==> src/pci_pkg.sv <==
// Package for the photon cut identification pipeline.
// Holds cut constants, threshold tables and effective-area tables.
// No dependencies.
package pci_pkg;

    // Working point codes
    localparam logic [1:0] WP_LOOSE  = 2'd0;
    localparam logic [1:0] WP_MEDIUM = 2'd1;
    localparam logic [1:0] WP_TIGHT  = 2'd2;

    // Detector region codes
    localparam logic REG_BARREL = 1'b0;
    localparam logic REG_ENDCAP = 1'b1;

    typedef logic [16:0] t_eta_mag;
    typedef logic [2:0]  t_bin;

    // |eta| boundaries, units of 1/4096
    localparam t_eta_mag ETA_FID_MAX = 17'd10240;
    localparam t_eta_mag CRACK_LO    = 17'd5916;
    localparam t_eta_mag CRACK_HI    = 17'd6414;
    localparam t_eta_mag BARREL_MAX  = 17'd5915;

    // Fixed cuts
    localparam logic [15:0] ET_MIN  = 16'd240;
    localparam logic [15:0] HOE_THR = 16'd205;

    // Scale factors of the exact threshold arithmetic
    localparam int unsigned ISO_SCALE    = 10000;
    localparam int unsigned NEU_C0_SCALE = 2560000;
    localparam int unsigned NEU_C1_SCALE = 1600;
    localparam int unsigned NEU_RND      = 8000000;
    localparam int unsigned PHO_C0_SCALE = 1600;
    localparam int unsigned PHO_RND      = 5000;

    // Neutral threshold divide by 16e6 = 2^9 * 31250
    localparam int unsigned NEU_PRE_SH = 9;
    localparam int unsigned NEU_DIV    = 31250;
    localparam int unsigned NEU_RCP    = 17179;  // floor(2^29 / 31250)
    localparam int unsigned NEU_RCP_SH = 29;
    // Photon threshold divide by 10000
    localparam int unsigned PHO_DIV    = 10000;
    localparam int unsigned PHO_RCP    = 419;    // floor(2^22 / 10000)
    localparam int unsigned PHO_RCP_SH = 22;

    // Effective-area bin from |eta|
    function automatic t_bin area_bin(input t_eta_mag a);
        t_bin b;
        b = '0;
        if (a >= 17'd4096) b = b + 3'd1;
        if (a >= 17'd6058) b = b + 3'd1;
        if (a >= 17'd8192) b = b + 3'd1;
        if (a >= 17'd9012) b = b + 3'd1;
        if (a >= 17'd9421) b = b + 3'd1;
        if (a >= 17'd9831) b = b + 3'd1;
        return b;
    endfunction

    // Neutral effective area, units of 1/10000
    function automatic logic [9:0] area_neu(input t_bin b);
        case (b)
            3'd0:    return 10'd599;
            3'd1:    return 10'd819;
            3'd2:    return 10'd696;
            3'd3:    return 10'd360;
            3'd4:    return 10'd360;
            3'd5:    return 10'd462;
            default: return 10'd656;
        endcase
    endfunction

    // Photon effective area, units of 1/10000
    function automatic logic [11:0] area_pho(input t_bin b);
        case (b)
            3'd0:    return 12'd1271;
            3'd1:    return 12'd1101;
            3'd2:    return 12'd756;
            3'd3:    return 12'd1175;
            3'd4:    return 12'd1498;
            3'd5:    return 12'd1857;
            default: return 12'd2183;
        endcase
    endfunction

    // Sigma-ieta-ieta cut; undefined working point acts as tight
    function automatic logic [15:0] sie_thr(input logic rg, input logic [1:0] wp);
        case (wp)
            WP_LOOSE:  return (rg == REG_BARREL) ? 16'd668 : 16'd1796;
            WP_MEDIUM: return (rg == REG_BARREL) ? 16'd668 : 16'd1756;
            default:   return (rg == REG_BARREL) ? 16'd655 : 16'd1756;
        endcase
    endfunction

    // Charged isolation cut, 1/16 GeV
    function automatic logic [5:0] ch_thr(input logic rg, input logic [1:0] wp);
        case (wp)
            WP_LOOSE:  return (rg == REG_BARREL) ? 6'd53 : 6'd32;
            WP_MEDIUM: return (rg == REG_BARREL) ? 6'd22 : 6'd18;
            default:   return (rg == REG_BARREL) ? 6'd12 : 6'd9;
        endcase
    endfunction

    // Neutral threshold constant term, 1/100 GeV
    function automatic logic [10:0] neu_c0(input logic rg, input logic [1:0] wp);
        case (wp)
            WP_LOOSE:  return (rg == REG_BARREL) ? 11'd192 : 11'd1186;
            WP_MEDIUM: return (rg == REG_BARREL) ? 11'd106 : 11'd269;
            default:   return (rg == REG_BARREL) ? 11'd97  : 11'd209;
        endcase
    endfunction

    // Neutral linear term, 1/10000 per GeV
    function automatic logic [7:0] neu_c1(input logic rg);
        return (rg == REG_BARREL) ? 8'd140 : 8'd139;
    endfunction

    // Neutral quadratic term, 1/1000000 per GeV^2
    function automatic logic [4:0] neu_c2(input logic rg);
        return (rg == REG_BARREL) ? 5'd19 : 5'd25;
    endfunction

    // Photon threshold constant term, 1/100 GeV
    function automatic logic [6:0] pho_c0(input logic rg, input logic [1:0] wp);
        case (wp)
            WP_LOOSE:  return (rg == REG_BARREL) ? 7'd81 : 7'd83;
            WP_MEDIUM: return (rg == REG_BARREL) ? 7'd28 : 7'd39;
            default:   return (rg == REG_BARREL) ? 7'd8  : 7'd16;
        endcase
    endfunction

    // Photon linear term, 1/10000 per GeV
    function automatic logic [5:0] pho_c1(input logic rg);
        return (rg == REG_BARREL) ? 6'd53 : 6'd34;
    endfunction

endpackage

==> src/pci_rdiv.sv <==
// Two-stage divide by a constant: reciprocal multiply, then one
// compare-and-subtract correction. Standalone, no package use.
module pci_rdiv #(
    parameter int unsigned IN_W   = 29,
    parameter int unsigned DIV    = 31250,
    parameter int unsigned RCP    = 17179,
    parameter int unsigned RCP_SH = 29,
    parameter int unsigned Q_W    = 15
) (
    input  logic            i_clk,
    input  logic            i_en,
    input  logic [IN_W-1:0] i_num,
    output logic [Q_W-1:0]  o_quo
);

    localparam int unsigned RCP_W  = $clog2(RCP + 1);
    localparam int unsigned PROD_W = IN_W + RCP_W;

    logic [PROD_W-1:0] w_prod;
    logic [Q_W-1:0]    w_qe;
    logic [IN_W-1:0]   w_rem;
    logic [Q_W-1:0]    w_quo;

    logic [IN_W-1:0]   r_num;
    logic [Q_W-1:0]    r_qe;
    logic [Q_W-1:0]    r_quo;

    // Estimate is the true quotient or one below it
    assign w_prod = PROD_W'(i_num) * PROD_W'(RCP);
    assign w_qe   = Q_W'(w_prod >> RCP_SH);

    always_ff @(posedge i_clk) begin
        if (i_en) begin
            r_num <= i_num;
            r_qe  <= w_qe;
        end
    end

    // Remainder stays below twice the divisor: one correction step
    assign w_rem = r_num - IN_W'(r_qe) * IN_W'(DIV);
    assign w_quo = (w_rem >= IN_W'(DIV)) ? r_qe + Q_W'(1) : r_qe;

    always_ff @(posedge i_clk) begin
        if (i_en) begin
            r_quo <= w_quo;
        end
    end

    assign o_quo = r_quo;

endmodule

==> src/photon_cut_identification.sv <==
// Top level of the cut-based photon identification pipeline.
// Uses pci_pkg and two pci_rdiv threshold dividers.
//
// One candidate word enters per clock, with no gaps while the output word
// is taken. The six stages are: eta magnitude and fixed cuts, the Et/rho
// products, the threshold sums and corrected isolations, two stages of
// reciprocal divide for the rounded neutral and photon thresholds, and the
// final isolation compare into the output register. When the output word
// is not taken the whole pipeline holds, so o_ready follows (!o_valid ||
// i_ready). The user writes the working point through i_wp_we / i_wp_data
// only while no word is in flight; the block itself does not enforce this.
module photon_cut_identification (
    input  logic        i_clk,
    input  logic        i_rst_n,
    // Configuration
    input  logic        i_wp_we,
    input  logic [1:0]  i_wp_data,
    // Candidate input
    input  logic        i_valid,
    output logic        o_ready,
    input  logic signed [15:0] i_sc_eta,
    input  logic [15:0] i_trans_energy,
    input  logic [15:0] i_charged_iso,
    input  logic [15:0] i_neutral_iso,
    input  logic [15:0] i_photon_iso,
    input  logic [15:0] i_hadronic_ratio,
    input  logic [15:0] i_shower_width,
    input  logic [11:0] i_pileup_density,
    // Result output
    output logic        o_valid,
    input  logic        i_ready,
    output logic        o_pass
);

    import pci_pkg::*;

    localparam int unsigned YN_W = 29;
    localparam int unsigned XP_W = 22;
    localparam int unsigned TN_W = 15;
    localparam int unsigned TP_W = 9;

    logic w_adv;

    // Working point register
    logic [1:0] r_wp;

    always_ff @(posedge i_clk) begin
        if (!i_rst_n) begin
            r_wp <= WP_LOOSE;
        end else if (i_wp_we) begin
            r_wp <= i_wp_data;
        end
    end

    // Whole pipeline moves unless the output word is stalled
    assign w_adv   = !o_valid || i_ready;
    assign o_ready = w_adv;

    // ---------------- Stage 1: eta, region, fixed cuts ----------------
    t_eta_mag w_a;
    logic     w_rg;
    logic     w_ok1;

    assign w_a  = i_sc_eta[15] ? (17'h10000 - {1'b0, i_sc_eta}) : {1'b0, i_sc_eta};
    assign w_rg = (w_a > BARREL_MAX) ? REG_ENDCAP : REG_BARREL;

    always_comb begin
        w_ok1 = 1'b1;
        if (w_a > ETA_FID_MAX)                                 w_ok1 = 1'b0;
        if (w_a >= CRACK_LO && w_a <= CRACK_HI)                w_ok1 = 1'b0;
        if (i_trans_energy <= ET_MIN)                          w_ok1 = 1'b0;
        if (i_hadronic_ratio >= HOE_THR)                       w_ok1 = 1'b0;
        if (i_shower_width >= sie_thr(w_rg, r_wp))             w_ok1 = 1'b0;
        if (i_charged_iso >= {10'd0, ch_thr(w_rg, r_wp)})      w_ok1 = 1'b0;
    end

    logic        r1_v;
    logic        r1_ok;
    logic        r1_rg;
    t_bin        r1_bin;
    logic [1:0]  r1_wp;
    logic [15:0] r1_et;
    logic [31:0] r1_et2;
    logic [15:0] r1_nei;
    logic [15:0] r1_phi;
    logic [11:0] r1_rho;

    always_ff @(posedge i_clk) begin
        if (!i_rst_n) begin
            r1_v <= 1'b0;
        end else if (w_adv) begin
            r1_v <= i_valid;
        end
    end

    always_ff @(posedge i_clk) begin
        if (w_adv) begin
            r1_ok  <= w_ok1;
            r1_rg  <= w_rg;
            r1_bin <= area_bin(w_a);
            r1_wp  <= r_wp;
            r1_et  <= i_trans_energy;
            r1_et2 <= 32'(i_trans_energy) * 32'(i_trans_energy);
            r1_nei <= i_neutral_iso;
            r1_phi <= i_photon_iso;
            r1_rho <= i_pileup_density;
        end
    end

    // ---------------- Stage 2: coefficient and rho products ----------------
    logic        r2_v;
    logic        r2_ok;
    logic [36:0] r2_n2;
    logic [23:0] r2_n1;
    logic [21:0] r2_p1;
    logic [21:0] r2_rn;
    logic [23:0] r2_rp;
    logic [10:0] r2_c0n;
    logic [6:0]  r2_c0p;
    logic [15:0] r2_nei;
    logic [15:0] r2_phi;

    always_ff @(posedge i_clk) begin
        if (!i_rst_n) begin
            r2_v <= 1'b0;
        end else if (w_adv) begin
            r2_v <= r1_v;
        end
    end

    always_ff @(posedge i_clk) begin
        if (w_adv) begin
            r2_ok  <= r1_ok;
            r2_n2  <= 37'(r1_et2) * 37'(neu_c2(r1_rg));
            r2_n1  <= 24'(r1_et) * 24'(neu_c1(r1_rg));
            r2_p1  <= 22'(r1_et) * 22'(pho_c1(r1_rg));
            r2_rn  <= 22'(r1_rho) * 22'(area_neu(r1_bin));
            r2_rp  <= 24'(r1_rho) * 24'(area_pho(r1_bin));
            r2_c0n <= neu_c0(r1_rg, r1_wp);
            r2_c0p <= pho_c0(r1_rg, r1_wp);
            r2_nei <= r1_nei;
            r2_phi <= r1_phi;
        end
    end

    // ---------------- Stage 3: threshold numerators, corrected iso ----------------
    logic [37:0]        w_numn;
    logic [XP_W-1:0]    w_xp;
    logic signed [31:0] w_ln;
    logic signed [31:0] w_lp;

    assign w_numn = 38'(r2_c0n) * 38'(NEU_C0_SCALE) + 38'(r2_n1) * 38'(NEU_C1_SCALE)
                  + 38'(r2_n2) + 38'(NEU_RND);
    assign w_xp   = XP_W'(r2_c0p) * XP_W'(PHO_C0_SCALE) + XP_W'(r2_p1) + XP_W'(PHO_RND);
    assign w_ln   = 32'(r2_nei) * 32'(ISO_SCALE) - 32'(r2_rn);
    assign w_lp   = 32'(r2_phi) * 32'(ISO_SCALE) - 32'(r2_rp);

    logic               r3_v;
    logic               r3_ok;
    logic [YN_W-1:0]    r3_yn;
    logic [XP_W-1:0]    r3_xp;
    logic signed [31:0] r3_ln;
    logic signed [31:0] r3_lp;

    always_ff @(posedge i_clk) begin
        if (!i_rst_n) begin
            r3_v <= 1'b0;
        end else if (w_adv) begin
            r3_v <= r2_v;
        end
    end

    always_ff @(posedge i_clk) begin
        if (w_adv) begin
            r3_ok <= r2_ok;
            r3_yn <= YN_W'(w_numn >> NEU_PRE_SH);
            r3_xp <= w_xp;
            r3_ln <= w_ln;
            r3_lp <= w_lp;
        end
    end

    // ---------------- Stages 4-5: rounded thresholds ----------------
    logic [TN_W-1:0] w_tneu;
    logic [TP_W-1:0] w_tpho;

    pci_rdiv #(
        .IN_W   (YN_W),
        .DIV    (NEU_DIV),
        .RCP    (NEU_RCP),
        .RCP_SH (NEU_RCP_SH),
        .Q_W    (TN_W)
    ) u_div_neu (
        .i_clk  (i_clk),
        .i_en   (w_adv),
        .i_num  (r3_yn),
        .o_quo  (w_tneu)
    );

    pci_rdiv #(
        .IN_W   (XP_W),
        .DIV    (PHO_DIV),
        .RCP    (PHO_RCP),
        .RCP_SH (PHO_RCP_SH),
        .Q_W    (TP_W)
    ) u_div_pho (
        .i_clk  (i_clk),
        .i_en   (w_adv),
        .i_num  (r3_xp),
        .o_quo  (w_tpho)
    );

    logic               r4_v;
    logic               r4_ok;
    logic signed [31:0] r4_ln;
    logic signed [31:0] r4_lp;
    logic               r5_v;
    logic               r5_ok;
    logic signed [31:0] r5_ln;
    logic signed [31:0] r5_lp;

    always_ff @(posedge i_clk) begin
        if (!i_rst_n) begin
            r4_v <= 1'b0;
            r5_v <= 1'b0;
        end else if (w_adv) begin
            r4_v <= r3_v;
            r5_v <= r4_v;
        end
    end

    always_ff @(posedge i_clk) begin
        if (w_adv) begin
            r4_ok <= r3_ok;
            r4_ln <= r3_ln;
            r4_lp <= r3_lp;
            r5_ok <= r4_ok;
            r5_ln <= r4_ln;
            r5_lp <= r4_lp;
        end
    end

    // ---------------- Stage 6: isolation compare, output register ----------------
    logic signed [31:0] w_thn;
    logic signed [31:0] w_thp;
    logic               w_pass;

    assign w_thn  = 32'(w_tneu) * 32'(ISO_SCALE);
    assign w_thp  = 32'(w_tpho) * 32'(ISO_SCALE);
    assign w_pass = r5_ok && (r5_ln < w_thn) && (r5_lp < w_thp);

    logic r6_v;
    logic r6_pass;

    always_ff @(posedge i_clk) begin
        if (!i_rst_n) begin
            r6_v <= 1'b0;
        end else if (w_adv) begin
            r6_v <= r5_v;
        end
    end

    always_ff @(posedge i_clk) begin
        if (w_adv) begin
            r6_pass <= w_pass;
        end
    end

    assign o_valid = r6_v;
    assign o_pass  = r6_pass;

endmodule

==> config.mk <==
export PLATFORM = sky130hd
export DESIGN_NAME = photon_cut_identification
export DESIGN_NICKNAME = d
export VERILOG_FILES = /design/src/pci_pkg.sv /design/src/pci_rdiv.sv /design/src/photon_cut_identification.sv
export SDC_FILE = /design/constraint.sdc
export NUM_CORES = 2
export LEC_CHECK = 0
export BUFFER_PORTS_ARGS = -buffer_cell sky130_fd_sc_hd__buf_4
export CORE_MARGIN = 3
export CORE_UTILIZATION = 25
export CTS_CLUSTER_DIAMETER = 30
export DETAILED_ROUTE_END_ITERATION = 7
export GPL_TIMING_DRIVEN = 0
export PLACE_DENSITY = 0.49
export SYNTH_ARGS = -nofsm -noshare
export SYNTH_HDL_FRONTEND = slang
export SYNTH_SLANG_ARGS = --single-unit
==> constraint.sdc <==
create_clock -name i_clk -period 18.86 [get_ports i_clk]
set_input_delay 1.886 -clock i_clk [delete_from_list [all_inputs] [get_ports i_clk]]
set_output_delay 1.886 -clock i_clk [all_outputs]
set_load 0.1 [all_outputs]
==> results <==
- The start of the worst register-to-register path is u_div_neu.r_qe[2]$_DFFE_PP_.
- In this run the most critical hold path is launched from r2_p1[0]$_DFFE_PP_.
- The final number of hold-violating endpoints is 0.
- The buffer depth of the longest clock path is 4.
- The initial antenna violation count is 10.
- Setup repair after global routing left no endpoint under its margin.
- The run finished with clean final reports.
- In this run the standard cell core region covers 310000 um^2.
- The number of nets in the finished design is 10500.
- The synthesized netlist devotes 45.6% of its cell area to adder and majority cells.
- The top cell types in the final layout, fill and taps aside, are inv_1, ha_1, fa_1, edfxtp_1, nand2_1.
- The setup violation total in the final timing report is 0.
- Yosys mapped the design onto 81 distinct sky130hd cell types.
- The final clock period utilization by the worst path is 49.8%.
- Summing the areas of all and, or, nand and nor instances in the mapped netlist gives a little under a tenth of the synthesized area.
- The critical path is of the primary input to flip-flop type.
- Routability-driven placement finished with a final weighted congestion of about 0.85.
- Once detail routing completed, the nets flagged for antenna violations numbered 0.
- The detailed router placed 52800 vias in this run.
- The path category of the worst min-delay check is flip-flop to flip-flop.
- The maximum clock frequency is 106 MHz.
- The width of the chip is approximately 570 um.
- Entering global routing, the biggest net connects 107 pins.
- During synthesis, Yosys emitted a total of 0 warnings.
- The share of synthesized area occupied by flip-flops and latches is 22.4%.
- After detailed routing, the average wire length per cell comes to 14.4 um.
- The count of pins over their slew limit is 0.
- After the first detailed-routing iteration, the DRC count stood at 2283.
- After synthesis, the largest family of logic cells by area is adder cells.
- The root buffer cell is clkbuf_16.
- The post-synthesis area per instance is 10.1 um^2.
- The worst hold path was traced through 0 stages.
- During I/O placement, the number of pins put on the boundary was between 100 and 150.
- The first global-routing pass estimated 290 mm of wire.
- The netlist area before placement is just under 80000 um^2.
- Clock-pin slew was measured on the worst setup and hold paths at 0.04 ns.
- Compared with the post-synthesis result, the final layout area differs by 14.7%.
- The number of fill cells in the layout is between 30000 and 40000.
- The number of instances resized during post-cts repair is 0.
- The signal arrival time at the worst endpoint is 9.92 ns.
- The number of port buffers is 133.
- The clock net in this run drives a total of 586 sinks.
- The synthesized netlist devotes 4.58% of its cell area to XOR and XNOR gates.
- For the pin with the worst max-slew slack, the measured transition is 1.27 ns.
- The area of the die is 319000 um^2.
- The H-tree depth is 4.
- The async set-or-reset flop fraction in the synthesized netlist is 0%.
- The worst hold path terminates at r3_xp[0]$_DFFE_PP_.
- The post-CTS setup buffer count is 0.
- The total negative setup slack is 0 ns.
- The minimum clock period after layout is between 9 and 10 ns.
- The number of cell instances on the worst register-to-register path is 33.
- In the synthesized netlist, mux cells make up less than 1% of the area.
- The total CTS buffers is around 150.
- The global-route total usage across every layer is a little under an eighth.
- In this run, synthesis produced a sequential element count of about 590.
- For this configuration, the core starts out at a cell density of ~25%.
- TritonCTS built the clock tree.
- The fraction of layout cells with a size suffix above 1 is 5.27%.
- The die is 565 um tall.
- The end of the worst register-to-register path is u_div_neu.o_quo[11]$_DFFE_PP_.
- The register-to-register setup slack is 9.63 ns.
- The detailed-route vias per instance is approximately 4.3.
- The overall routed net length is 176 mm.
- The post-detailed-placement half-perimeter wirelength is 150 mm.
- The latest clock arrival within the worst-skew pair is 0.82 ns.
- The via count of the first global-routing pass was roughly 56000.
- The compound-gate portion of the synthesized area is roughly 8.7%.
- Headroom to the max-slew limit came out at 14.5%.
- The required time of the critical path is 19.39 ns.
- The number of search-and-repair iterations in the first detailed-routing pass is 8.
- Summed over all layers, the global routing overflow is 0.
- The number of standard cells after synthesis is 7745.
- The number of remaining DRC errors is 0.
- STA classifies the critical path endpoint as a flip-flop.
- For this design, the CTS-stage hold fixing added 0 buffers.
- The clock skew is 0.0772 ns.
- Along the worst path, the maximum fanout reaches 10.
- The number of max-cap violations is 0.
- The floorplan has 204 rows.
- Among all flip-flop cells after synthesis, the most frequent one is edfxtp_1.
- STA classifies the critical path startpoint as a primary input.
- The library cell used most frequently in the layout, excluding fill and tap cells, is inv_1.
- The number of enable-type register cells in the synthesized netlist is 578.
## area by class of cell
type | count | area (um^2) | area share, %
diodes | 4 | 10.0 | 0.0112
plain buffers | 107 | 412 | 0.459
clock buffers | 167 | 3880 | 4.33
clock inverters | 99 | 1250 | 1.39
inverters | 1836 | 6890 | 7.69
multi-input cells | 5220 | 53400 | 59.5
flip-flops and latches | 586 | 17500 | 19.5
well taps | 4120 | 5150 | 5.75
repair buffers | 140 | 1170 | 1.31
## cells by family (layout without fill, tap and decap cells)
family,after synthesis,after routing
fa+ha+maj,2319,2319
buf+inv,1943,2349
simple gates,1418,1418
compound gates,1054,1054
flops,586,586
xor+xnor,405,405
mux,18,18
other cells,2,10
## Yosys cell counts, drive strengths merged, types with 17 or more instances
cell type     n  share of area (%)
edfxtp      578                 22
inv        1835                8.8
o21a         73               0.70
a31oi        35               0.28
and2        219                1.8
or3          22               0.18
and3         49               0.39
nand3        78               0.50
fa          882                 23
nor2b       116               0.93
xnor2       266                3.0
a21o        162                1.6
o21bai       41               0.39
or2          38               0.30
nand2       372                1.8
o211ai       26               0.25
a21boi       22               0.21
nor4         17               0.14
xor2        137                1.5
o31ai        22               0.22
a21oi       308                2.0
nor3        102               0.65
nand4        32               0.26
clkbuf      105               0.50
o21ai       196                1.3
ha         1437                 23
nand2b       63               0.50
a211oi       38               0.37
nor2        275                1.3
## critical path, cell delays in order
cell and delay [ns]:
buf_4 0.13, clkbuf_1 0.57, clkbuf_1 0.57, nand2_1 0.21, fa_1 0.61, fa_1 0.44
fa_1 0.51, inv_1 0.05, fa_1 0.47, inv_1 0.05, fa_1 0.53, inv_1 0.05
fa_1 0.47, ha_1 0.34, and3_1 0.20, and3_1 0.19, a21oi_1 0.12, o31ai_1 0.11
o41ai_1 1.02, o21ai_0 0.44, a21oi_1 0.25, o21bai_1 0.13, a211o_1 0.31, a21oi_1 0.17
xnor2_1 0.10
## worst max-delay path by stage
stage | endpoint | slack [ns] | start
2_1_floorplan | o_ready | 7.28 | i_ready
3_3_place_gp | o_ready | 3.02 | i_ready
3_5_place_dp | r1_et2[30]$_DFFE_PP_ | 8.65 | i_trans_energy[1]
4_1_cts | r1_et2[30]$_DFFE_PP_ | 9.49 | i_trans_energy[1]
5_1_grt | r1_et2[30]$_DFFE_PP_ | 9.08 | i_trans_energy[1]
6_report | r1_et2[30]$_DFFE_PP_ | 9.47 | i_trans_energy[1]
## registers in the layout, summed over array words and instances (netlist names), 28 cells and up
register         flops
r1_et2              30
r3_yn               29
u_div_neu.r_num     28
r2_n2               31
## through the flow
step | cell area (um^2) | worst slack, ns | hold slack (ns) | instances | util [%]
final | 89600 | 9.47 | 0.408 | 12300 | 28.9
after global routing | 89600 | 9.08 | 0.412 | 12300 | 28.9
after CTS | 89600 | 9.49 | 0.402 | 12300 | 28.9
after detailed placement | 84500 | 8.65 | 0.405 | 12000 | 27.3
after global placement | 84300 | 3.02 | 0.402 | 12000 | 27.2
after floorplan | 78200 | 7.28 | 0.400 | 7749 | -
## metal layers
| metal | GRT usage (%) | wire length (um) | vias up |
|---|---|---|---|
| met5 | 0 | 0 | - |
| met4 | 3.94 | 6170 | 0 |
| met3 | 1.72 | 6680 | 261 |
| met2 | 18.7 | 81800 | 769 |
| met1 | 14.9 | 81800 | 25800 |
| li1 | - | - | 26000 |
Power is not shown: default switching activity piles up to over one toggle a cycle in this logic, so the estimate is an artifact.
